`src/hw/rtl/hash_set_dedup_insert_defines.svh`:
```
// Assertion macros shared by the hash set RTL.
// Depends on nothing; the including module must provide clk and rst_n.
`ifndef HASH_SET_DEDUP_INSERT_DEFINES_SVH
`define HASH_SET_DEDUP_INSERT_DEFINES_SVH

// Same-cycle implication, checked on every rising edge outside reset.
`define HSD_ASSERT_IMPL(label, ante, cons, msg) \
  label: assert property (@(posedge clk) disable iff (!rst_n) (ante) |-> (cons)) \
    else $error(msg);

// Next-cycle implication, checked on every rising edge outside reset.
`define HSD_ASSERT_NEXT(label, ante, cons, msg) \
  label: assert property (@(posedge clk) disable iff (!rst_n) (ante) |=> (cons)) \
    else $error(msg);

`endif

```
`src/hw/rtl/hsd_pkg.sv`:
```
// Package for the hash set insert block: widths, default sizes, sequencer states.
// Depends on nothing.
`timescale 1ns / 1ps

package hsd_pkg;

  localparam int KEY_W                 = 32;
  localparam int BUCKET_COUNT_DEF      = 1021;
  localparam int SLOTS_PER_BUCKET_DEF  = 4;

  typedef enum logic [2:0] {
    ST_CLEAR,
    ST_IDLE,
    ST_HASH,
    ST_BASE,
    ST_KRD,
    ST_CMP,
    ST_DECIDE
  } hsd_state_t;

  // Steps of the remainder unit.
  typedef enum logic [2:0] {
    MP_IDLE,
    MP_MUL_Q,
    MP_MUL_M,
    MP_REDUCE,
    MP_FIX
  } hsd_mod_phase_t;

endpackage

```
`src/hw/rtl/hsd_mod_unit.sv`:
```
// Remainder unit: signed 32-bit key modulo the bucket count, non-negative, formed by
// reciprocal multiplication on one shared multiplier. Depends on hsd_pkg.
`timescale 1ns / 1ps

module hsd_mod_unit import hsd_pkg::*; #(
  parameter int BUCKET_COUNT = BUCKET_COUNT_DEF,
  localparam int BW          = $clog2(BUCKET_COUNT)
) (
  input  logic             clk,
  input  logic             rst_n,
  input  logic             start,
  input  logic [KEY_W-1:0] key,
  output logic             done,
  output logic [BW-1:0]    bucket
);

  // 2^32 mod the bucket count, used to correct the unsigned remainder of a
  // negative key.
  localparam logic [63:0]      WRAP_MOD   = (64'd1 << KEY_W) % 64'(BUCKET_COUNT);
  localparam logic [BW-1:0]    WRAP_C     = BW'(WRAP_MOD);
  localparam logic [BW:0]      DIVISOR    = (BW+1)'(BUCKET_COUNT);
  // floor(2^32 / bucket count). The quotient estimate it gives is exact or one
  // low, so the partial remainder is below twice the bucket count.
  localparam logic [63:0]      RECIP_FULL = (64'd1 << KEY_W) / 64'(BUCKET_COUNT);
  localparam logic [KEY_W-1:0] RECIP      = KEY_W'(RECIP_FULL);
  localparam logic [KEY_W-1:0] DIV_WORD   = KEY_W'(BUCKET_COUNT);

  hsd_mod_phase_t       phase_r, phase_nxt;
  logic                 done_r, done_nxt;
  logic [2*KEY_W-1:0]   prod_r, prod_nxt;
  logic [BW-1:0]        rem_r, rem_nxt;
  logic [BW-1:0]        bucket_r, bucket_nxt;
  logic [KEY_W-1:0]     mul_a;
  logic [KEY_W-1:0]     mul_b;
  logic [2*KEY_W-1:0]   mul_p;
  logic [KEY_W-1:0]     diff;
  logic [BW:0]          part;
  logic [BW-1:0]        fixed;

  // Next step.
  always_comb begin
    phase_nxt = phase_r;
    case (phase_r)
      MP_IDLE: begin
        if (start) begin
          phase_nxt = MP_MUL_Q;
        end
      end
      MP_MUL_Q: begin
        phase_nxt = MP_MUL_M;
      end
      MP_MUL_M: begin
        phase_nxt = MP_REDUCE;
      end
      MP_REDUCE: begin
        phase_nxt = MP_FIX;
      end
      default: begin
        phase_nxt = MP_IDLE;
      end
    endcase
  end

  // Operands of the shared multiplier: key times reciprocal first, then the
  // quotient estimate times the bucket count.
  always_comb begin
    mul_a = key;
    mul_b = RECIP;
    case (phase_r)
      MP_MUL_M: begin
        mul_a = prod_r[2*KEY_W-1:KEY_W];
        mul_b = DIV_WORD;
      end
      default: begin
        mul_b = RECIP;
      end
    endcase
  end

  assign mul_p = (2*KEY_W)'(mul_a) * (2*KEY_W)'(mul_b);

  // Partial remainder and its sign correction.
  always_comb begin
    diff = key - prod_r[KEY_W-1:0];
    part = diff[BW:0];
    if (key[KEY_W-1]) begin
      if (rem_r >= WRAP_C) begin
        fixed = rem_r - WRAP_C;
      end else begin
        fixed = BW'({1'b0, rem_r} + DIVISOR - {1'b0, WRAP_C});
      end
    end else begin
      fixed = rem_r;
    end
  end

  always_comb begin
    prod_nxt   = prod_r;
    rem_nxt    = rem_r;
    bucket_nxt = bucket_r;
    done_nxt   = 1'b0;
    case (phase_r)
      MP_MUL_Q: begin
        prod_nxt = mul_p;
      end
      MP_MUL_M: begin
        prod_nxt = mul_p;
      end
      MP_REDUCE: begin
        rem_nxt = (part >= DIVISOR) ? BW'(part - DIVISOR) : part[BW-1:0];
      end
      MP_FIX: begin
        bucket_nxt = fixed;
        done_nxt   = 1'b1;
      end
      default: begin
        done_nxt = 1'b0;
      end
    endcase
  end

  always_ff @(posedge clk) begin
    if (!rst_n) begin
      phase_r <= MP_IDLE;
      done_r  <= 1'b0;
    end else begin
      phase_r <= phase_nxt;
      done_r  <= done_nxt;
    end
    prod_r   <= prod_nxt;
    rem_r    <= rem_nxt;
    bucket_r <= bucket_nxt;
  end

  assign done   = done_r;
  assign bucket = bucket_r;

endmodule

```
`config.mk`:
```
export PLATFORM = sky130hd
export DESIGN_NAME = hsd_mod_unit
export DESIGN_NICKNAME = d
export VERILOG_FILES = /design/src/hw/rtl/hash_set_dedup_insert_defines.svh /design/src/hw/rtl/hsd_pkg.sv /design/src/hw/rtl/hsd_mod_unit.sv
export SDC_FILE = /design/constraint.sdc
export NUM_CORES = 1
export LEC_CHECK = 0
export ABC_AREA = 1
export BUFFER_PORTS_ARGS = -buffer_cell sky130_fd_sc_hd__buf_2
export CORE_MARGIN = 8
export CORE_UTILIZATION = 40
export DETAILED_ROUTE_END_ITERATION = 8
export GPL_ROUTABILITY_DRIVEN = 0
export GPL_TIMING_DRIVEN = 0
export RECOVER_POWER = 50
export REMOVE_ABC_BUFFERS = 1
export SLEW_MARGIN = 20
export SYNTH_ARGS = -nofsm -noshare
export SYNTH_HDL_FRONTEND = slang
export SYNTH_SLANG_ARGS = --single-unit
```
`constraint.sdc`:
```
create_clock -name clk -period 9.2 [get_ports clk]
set_clock_uncertainty 0.2 [all_clocks]
set_input_delay 0.46 -clock clk [delete_from_list [all_inputs] [get_ports clk]]
set_output_delay 0.46 -clock clk [all_outputs]
set_load 0.01 [all_outputs]
```
==> out/qor.csv, run 1 <==
stage,metric,value,unit
global_routing,grt_util_all_layers,0.183,
cells_and_area,syn2layout_area_growth,7.45,%
clocking,ctsResizeCount,0,
timing,fin_crit,8.40,ns
global_routing,grt_pass1_wl,69.2,mm
global_routing,grt-busiest-layer,met2,
yosys,synth_edf_count,54,
clocking,postCtsSetupRepairBufs,0,
floorplan,io_pins,46,
clocking,cts_made_buffers,9,
yosys,synth_top_family_by_area,adder cells,
clocking,clock-sinks,58,
floorplan,die_w,218,microns
placement,io_buffers,45,
timing,slew_headroom,0.190,
yosys,yosys.area.top_type,fa_1,
clocking,cts_tree,yes,
yosys,synth_top_area_frac,0.258,
worst_setup_path,cp_max_fo,64,
floorplan,die_h,218,microns
yosys,synth_fa_ha_area_frac,0.488,
global_routing,grt_start_max_net_pins,65,
route,drtIter0Drc,786,
timing,finalMaxSlewViolations,0,
route,dr.pass1.iters,5,
cells_and_area,layout_common_cells,"inv_1, ha_1, nand2_1",
yosys,ys_types,50,
worst_setup_path,arrival,8.28,ns
clocking,clockBufferDepth,2,
worst_setup_path,max_stage_delay,0.59,ns
global_routing,grt_pass1_vias,13279,
clocking,clock_latency,0.35,ns
yosys,synth_flop_cell,edfxtp_1,
worst_setup_path,cpMostUsedCell,inv_1,
route,wire_per_inst,15.8,microns
cells_and_area,layout-drive-gt1-share,0.0508,
clocking,hold_buffers,0,
yosys,synth.area.top_cells,"fa_1, ha_1, inv_1, edfxtp_1, nand2_1",
yosys,synthSimpleGateAreaFrac,0.161,
timing,fin_ws,0.802,ns
clocking,clock-root-buffer,clkbuf_16,
worst_setup_path,end_kind,flop,
global_routing,use_met2,0.317,
timing,setup_viol,0,
global_routing,antenna_found_initial,0,
timing,rsz0062_at_grt,no,
yosys,seq_area_frac_synth,0.104,
timing,fmax,119,MHz
floorplan,initial_core_util,0.403,
yosys,post_synth.cell_area_avg,7.94,sq um
worst_setup_path,required,9.08,ns
cells_and_area,diodes,0,
yosys,synth_seq_cells,58,
yosys,yosysWarnings,0,
global_routing,met1_usage,0.242,
yosys,synthXorXnorAreaFrac,0.0294,
worst_setup_path,worst_setup_path_start_kind,flop,
floorplan,die_area,0.0475,sq mm
flow_run,drv_cap,0,
cells_and_area,fin_nets,2666,
route,drc,0,
floorplan,rows,74,
clocking,htreeDepth,3,
yosys,synth_compound_area_frac,0.0680,
route,drt_wl_total,42.1,mm
clocking,clk_pin_slew,0.06,ns
global_routing,gr-total-overflow,0,
yosys,netlist_area,0.0163,sq mm
global_routing,use_met3,0.0208,
timing,whs,0.185,ns
placement,pre_cts_ws,0.805,ns
timing,timing.final.crit_share,0.913,
route,vias,12697,
worst_hold_path,hp-class,in2reg,
worst_setup_path,crit_type,reg2reg,
placement,hpwlAfterDp,38.0,mm
route,viasPerCell,4.78,
route,antenna_left,0,
cells_and_area,final_common_cell,inv_1,
worst_setup_path,cpMaxStageDelayCell,fa_1,
floorplan,core_area,0.0406,sq mm
yosys,synthMuxAreaShare,0,
timing,worstMarginPinSlew,1.22,ns
cells_and_area,fillers,4116,
yosys,netlist_instances,2056,
yosys,async_reset_ff_frac,0,
timing,finalHoldViolCount,0,
status,status,"finished, final reports clean",
==> Yosys cell counts (12+ instances only) <==
master / number
nand3_1: 47
inv_1: 609
or2_2: 19
a21oi_1: 66
xor2_1: 44
nand2_2: 12
clkbuf_1: 15
nand2_1: 277
o21bai_1: 19
o21a_1: 14
ha_1: 301
o21ai_0: 75
edfxtp_1: 54
fa_1: 210
nand4_1: 17
nor2_1: 182
==> logic make-up after synthesis <==
logic type,after synthesis
buffers and inverters,640
other,2
AOI/OAI and AO/OA,196
xor gates and xnor gates,53
and+or+nand+nor,596
DFF,58
adders and majority gates,511
==> registers in the layout (all words and copies together), names as in the netlist <==
register / flops
prod_r: 34
bucket: 10
rem_r: 10
phase_r: 3
done: 1
==> final timing paths <==
| kind | slack, ns | start | to | cells after the start |
|---|---|---|---|---|
| max | 0.80 | phase_r[2] | prod_r[50] | 29 |
| min | 0.18 | rst_n | phase_r[1] | 3 |
| max reg2reg | 0.80 | phase_r[2] | prod_r[50] | 29 |
| min reg2reg | 0.29 | phase_r[2] | phase_r[0] | 1 |
==> cell type report <==
cell class / count / area [sq um] / share of cell area
Clock buffer: 10 / 239 / 0.0136
Clock inverter: 6 / 66.3 / 0.00378
Inverter: 614 / 2300 / 0.131
Multi-Input combinational cell: 1390 / 12300 / 0.703
Sequential cell: 58 / 1700 / 0.0970
Tap cell: 532 / 666 / 0.0379
Timing Repair Buffer: 47 / 235 / 0.0134
==> critical path: cells and delay by family, from the launching register on <==
| family | cells | cell delay (ns) |
|---|---|---|
| adders and majority gates | 8 | 3.63 |
| AOI/OAI and AO/OA | 3 | 0.76 |
| DFF | 1 | 0.33 |
| buffers and inverters | 9 | 1.33 |
| xor gates and xnor gates | 1 | 0.22 |
| and+or+nand+nor | 8 | 1.61 |
==> layer usage <==
layer  vias to the layer above  part of all wire
met1                      6064              0.45
met3                        48             0.042
met4                         0             0.023
met2                       250              0.49
li1                       6335                 -
met5                         -                 0
==> stage by stage <==
stage,cell area (sq um),instances,util,TNS [ns]
6_report,17500,2657,0.433,0
5_1_grt,17500,2657,0.433,0
4_1_cts,17600,2657,0.433,0
3_5_place_dp,17300,2641,0.426,0
3_3_place_gp,17200,2639,0.425,-18.73
2_1_floorplan,16300,2062,-,0
Power of run 1 is not shown: default switching activity piles up to over one toggle a cycle in this logic, so the estimate is an artifact.
==> inputs of run 2 (changes only) <==
--- a/config.mk
+++ b/config.mk
@@ -8,11 +8,11 @@
 export ABC_AREA = 1
 export BUFFER_PORTS_ARGS = -buffer_cell sky130_fd_sc_hd__buf_2
 export CORE_MARGIN = 8
-export CORE_UTILIZATION = 40
+export CORE_UTILIZATION = 35
 export DETAILED_ROUTE_END_ITERATION = 8
 export GPL_ROUTABILITY_DRIVEN = 0
 export GPL_TIMING_DRIVEN = 0
-export RECOVER_POWER = 50
+export RECOVER_POWER = 100
 export REMOVE_ABC_BUFFERS = 1
 export SLEW_MARGIN = 20
 export SYNTH_ARGS = -nofsm -noshare
==> out/qor.csv, run 2 (same netlist as run 1, synthesis figures left out) <==
stage,metric,value,unit
status,status,"complete, but fails checks",
status,violations,"capacitance limit, slew limit",
clocking,clock_latency,0.35,ns
cells_and_area,finalInstanceArea,0.0176,sq mm
cells_and_area,largest_register_ffs,34,
timing,fmax,120,MHz
worst_hold_path,hp-class,in2reg,
timing,rsz0062_at_grt,no,
worst_hold_path,worstHoldPathCells,3,
timing,finalHoldViolCount,0,
global_routing,grt_start_max_net_pins,65,
worst_hold_path,min_to,phase_r[0],
route,met2WireLength,20.0,mm
route,routed-wl-met3,1.45,mm
timing,worstMarginPinSlew,1.51,ns
floorplan,die_w,232,microns
route,drc,0,
worst_setup_path,critPathLaunch,phase_r[2],
route,drt_wl_total,41.7,mm
global_routing,antenna_found_initial,0,
timing,whs,0.202,ns
route,vias,12730,
timing,slew_headroom,-0.00842,
worst_setup_path,r2r_end,prod_r[44],
route,antenna_left,0,
global_routing,grt_util_all_layers,0.160,
timing,fin_crit,8.30,ns
cells_and_area,diodes,0,
cells_and_area,layout_common_cells,"inv_1, ha_1, nand2_1",
clocking,cts_made_buffers,9,
worst_hold_path,hold_start,start,
worst_setup_path,end_kind,flop,
flow_run,drv_cap,1,
worst_setup_path,rrSetupSlack,0.90,ns
placement,hpwlAfterDp,38.2,mm
clocking,clock-root-buffer,clkbuf_16,
global_routing,grt_pass1_vias,13239,
clocking,postCtsSetupRepairBufs,0,
clocking,hold_buffers,0,
cells_and_area,fin_nets,2666,
floorplan,die_h,232,microns
global_routing,gr-total-overflow,0,
worst_setup_path,crit_type,reg2reg,
cells_and_area,syn2layout_area_growth,8.02,%
worst_setup_path,worst_setup_path_start_kind,flop,
global_routing,grt_pass1_wl,68.5,mm
route,dr.pass1.iters,5,
worst_setup_path,r2r_start,phase_r[2],
cells_and_area,fin_util,0.381,
route,viasPerCell,4.66,
timing,timing.final.crit_share,0.902,
cells_and_area,largest_register,prod_r,
worst_setup_path,required,9.06,ns
placement,place_area,0.0174,sq mm
cells_and_area,layout-drive-gt1-share,0.0480,
clocking,htreeDepth,3,
route,wire_per_inst,15.3,microns
worst_setup_path,arrival,8.17,ns
clocking,clockBufferDepth,2,
placement,io_buffers,45,
timing,setup_viol,0,
worst_setup_path,cp_max_fo,64,
timing,fin_ws,0.898,ns
worst_setup_path,cpMostUsedCell,inv_1,
clocking,clk_pin_slew,0.05,ns
placement,pre_cts_ws,0.933,ns
worst_setup_path,max_stage_delay,0.57,ns
clocking,cts_tree,yes,
floorplan,core_area,0.0463,sq mm
floorplan,die_area,0.0538,sq mm
timing,finalMaxSlewViolations,25,
worst_setup_path,cpMaxStageDelayCell,fa_1,
cells_and_area,final_common_cell,inv_1,
clocking,clock-sinks,58,
floorplan,initial_core_util,0.353,
clocking,ctsResizeCount,0,
route,routed.top_layer,met4,
floorplan,rows,79,
floorplan,io_pins,46,
worst_setup_path,ff2ff_path_depth,30,
route,drtIter0Drc,781,
route,m1WireLength,19.3,mm
## run 2: changes by cell type in the layout (fill, tap and decap cells not counted), sizes merged
cell	before	now
clkbuf	22	23
clkinvlp	3	0
bufinv	1	3
clkinv	2	3
buf	35	34
## run 2: stage by stage
stage                     cells  TNS, ns
final                      2732        0
after global routing       2732        0
after CTS                  2732        0
after detailed placement   2716        0
after global placement     2714   -13.14
after floorplan            2062        0
## run 2: how the worst max path moves through the flow
stage,endpoint
floorplan,prod_r[46]
global placement,prod_r[44]
detailed placement,prod_r[44]
CTS,prod_r[44]
global route,prod_r[44]
finish,prod_r[44]
## run 2: layout make-up
class	instances	area (sq um)
Fill cell	4845	28600
Multi-Input combinational cell	1390	12300
Inverter	614	2300
Sequential cell	58	1700
Tap cell	607	759
Clock buffer	10	239
Timing Repair Buffer	47	234
Clock inverter	6	104
## run 2: routing by layer
| metal | global-route usage | vias to the layer above |
|---|---|---|
| li1 | - | 6342 |
| met1 | 0.214 | 6093 |
| met2 | 0.274 | 247 |
| met3 | 0.0140 | 48 |
| met4 | 0.0419 | 0 |
| met5 | 0 | - |
## run 2: worst max-delay path: cells and delay by family (launching register included)
| kind | cells | cell delay [ns] |
|---|---|---|
| buf+inv | 10 | 1.36 |
| flops | 1 | 0.33 |
| fa+ha+maj | 8 | 3.58 |
| simple gates | 11 | 2.22 |
| compound gates | 1 | 0.29 |
Power of run 2 is left out for the same reason.
==> inputs of run 3 (changes only) <==
--- a/config.mk
+++ b/config.mk
@@ -13,7 +13,6 @@
 export GPL_ROUTABILITY_DRIVEN = 0
 export GPL_TIMING_DRIVEN = 0
 export RECOVER_POWER = 100
-export REMOVE_ABC_BUFFERS = 1
 export SLEW_MARGIN = 20
 export SYNTH_ARGS = -nofsm -noshare
 export SYNTH_HDL_FRONTEND = slang
==> out/qor.csv, run 3 (same netlist as run 1, synthesis figures left out) <==
stage,metric,value,unit
clocking,clock-sinks,58,
worst_setup_path,ff2ff_path_depth,32,
clocking,clock_latency,0.35,ns
cells_and_area,final_common_cell,inv_1,
timing,fin_crit,8.16,ns
worst_hold_path,worstHoldPathCells,3,
timing,fmax,123,MHz
timing,finalMaxSlewViolations,35,
worst_setup_path,rrSetupSlack,1.04,ns
clocking,clockBufferDepth,2,
global_routing,grt_start_max_net_pins,35,
floorplan,die_w,232,microns
route,wire_per_inst,16.0,microns
route,vias,12897,
worst_setup_path,max_stage_delay,0.56,ns
placement,hpwlAfterDp,40.1,mm
worst_hold_path,hold_start,start,
flow_run,drv_cap,1,
cells_and_area,layout-drive-gt1-share,0.0507,
clocking,cts_made_buffers,9,
worst_setup_path,required,9.05,ns
route,drc,0,
clocking,postCtsSetupRepairBufs,0,
clocking,clock-root-buffer,clkbuf_16,
placement,place_area,0.0174,sq mm
worst_setup_path,path_buf_inv,12,
clocking,clk_pin_slew,0.06,ns
worst_setup_path,worst_setup_path_start_kind,flop,
floorplan,core_area,0.0463,sq mm
timing,whs,0.184,ns
status,status,"complete, but fails checks",
cells_and_area,fillers,4837,
cells_and_area,multiInputGateArea,0.0123,sq mm
global_routing,grt_pass1_vias,13603,
worst_setup_path,cpMaxStageDelayCell,fa_1,
worst_setup_path,end_kind,flop,
global_routing,grt_pass1_wl,70.2,mm
worst_hold_path,hp-class,in2reg,
clocking,cts_tree,yes,
clocking,htreeDepth,3,
global_routing,gr-total-overflow,0,
timing,setup_viol,0,
route,routed-wl-met3,1.88,mm
worst_setup_path,r2r_start,phase_r[2],
placement,pre_cts_ws,1.27,ns
cells_and_area,finalInstanceArea,0.0177,sq mm
floorplan,io_pins,46,
cells_and_area,fin_nets,2689,
route,antenna_left,0,
cells_and_area,largest_register,prod_r,
cells_and_area,diodes,0,
global_routing,antenna_found_initial,2,
floorplan,die_area,0.0538,sq mm
worst_setup_path,cp_max_fo,10,
timing,finalHoldViolCount,0,
floorplan,initial_core_util,0.353,
global_routing,grt_util_all_layers,0.167,
timing,finalSetupTns,0,ns
timing,timing.final.crit_share,0.887,
worst_setup_path,cpMostUsedCell,inv_1,
placement,io_buffers,44,
route,viasPerCell,4.68,
worst_setup_path,crit_type,reg2reg,
route,m1WireLength,18.7,mm
route,routed.top_layer,met5,
cells_and_area,regArea,0.00170,sq mm
worst_hold_path,min_to,phase_r[0],
worst_setup_path,cp_top_family,adder cells,
clocking,hold_buffers,0,
floorplan,die_h,232,microns
route,dr.pass1.iters,5,
cells_and_area,largest_register_ffs,34,
floorplan,rows,79,
route,drt_wl_total,44.0,mm
route,drtIter0Drc,819,
route,met2WireLength,21.7,mm
worst_setup_path,r2r_end,prod_r[44],
timing,fin_ws,1.04,ns
worst_setup_path,arrival,8.01,ns
clocking,ctsResizeCount,0,
timing,worstMarginPinSlew,1.53,ns
timing,slew_headroom,-0.0196,
cells_and_area,layout_common_cells,"inv_1, ha_1, nand2_1",
cells_and_area,syn2layout_area_growth,8.17,%
timing,rsz0062_at_grt,no,
status,violations,"capacitance limit, slew limit",
==> run 3: changes by cell type in the layout (fill, tap and decap cells not counted), moves of 2 or more <==
cell	change
clkbuf_1	+15
bufinv_16	-3
buf_2	+6
buf_1	+2
clkinv_2	+2
clkinvlp_4	+2
==> run 3: worst max-delay path by stage <==
| stage | start | end | depth (start not counted) |
|---|---|---|---|
| 2_1_floorplan | phase_r[2] | prod_r[46] | 31 |
| 4_1_cts | phase_r[2] | prod_r[44] | 32 |
| 5_1_grt | phase_r[2] | prod_r[44] | 32 |
| 3_3_place_gp | phase_r[2] | prod_r[44] | 30 |
| 3_5_place_dp | phase_r[2] | prod_r[44] | 32 |
| 6_report | phase_r[2] | prod_r[44] | 32 |
==> run 3: cell type report <==
class	count	area share
clock buffers	10	0.0130
repair buffers	44	0.0117
multi-input cells	1390	0.697
clock inverters	6	0.00198
inverters	614	0.131
plain buffers	26	0.00659
flip-flops and latches	58	0.0964
well taps	607	0.0430
==> run 3: through the flow <==
stage	cells	util
final	2755	0.382
after global routing	2755	0.382
after CTS	2755	0.382
after detailed placement	2739	0.377
after global placement	2739	0.377
after floorplan	2088	-
==> run 3: tightest hold or removal path, stage by stage <==
cell	delay [ns]
buf_2	0.09
nor2_1	0.08
nor4_1	0.05
==> run 3: routing by layer <==
layer	GRT usage	vias to the layer above
li1	-	6383
met1	0.203	6119
met2	0.298	304
met3	0.0215	87
met4	0.0632	4
met5	0	-
Power of run 3 is left out for the same reason.
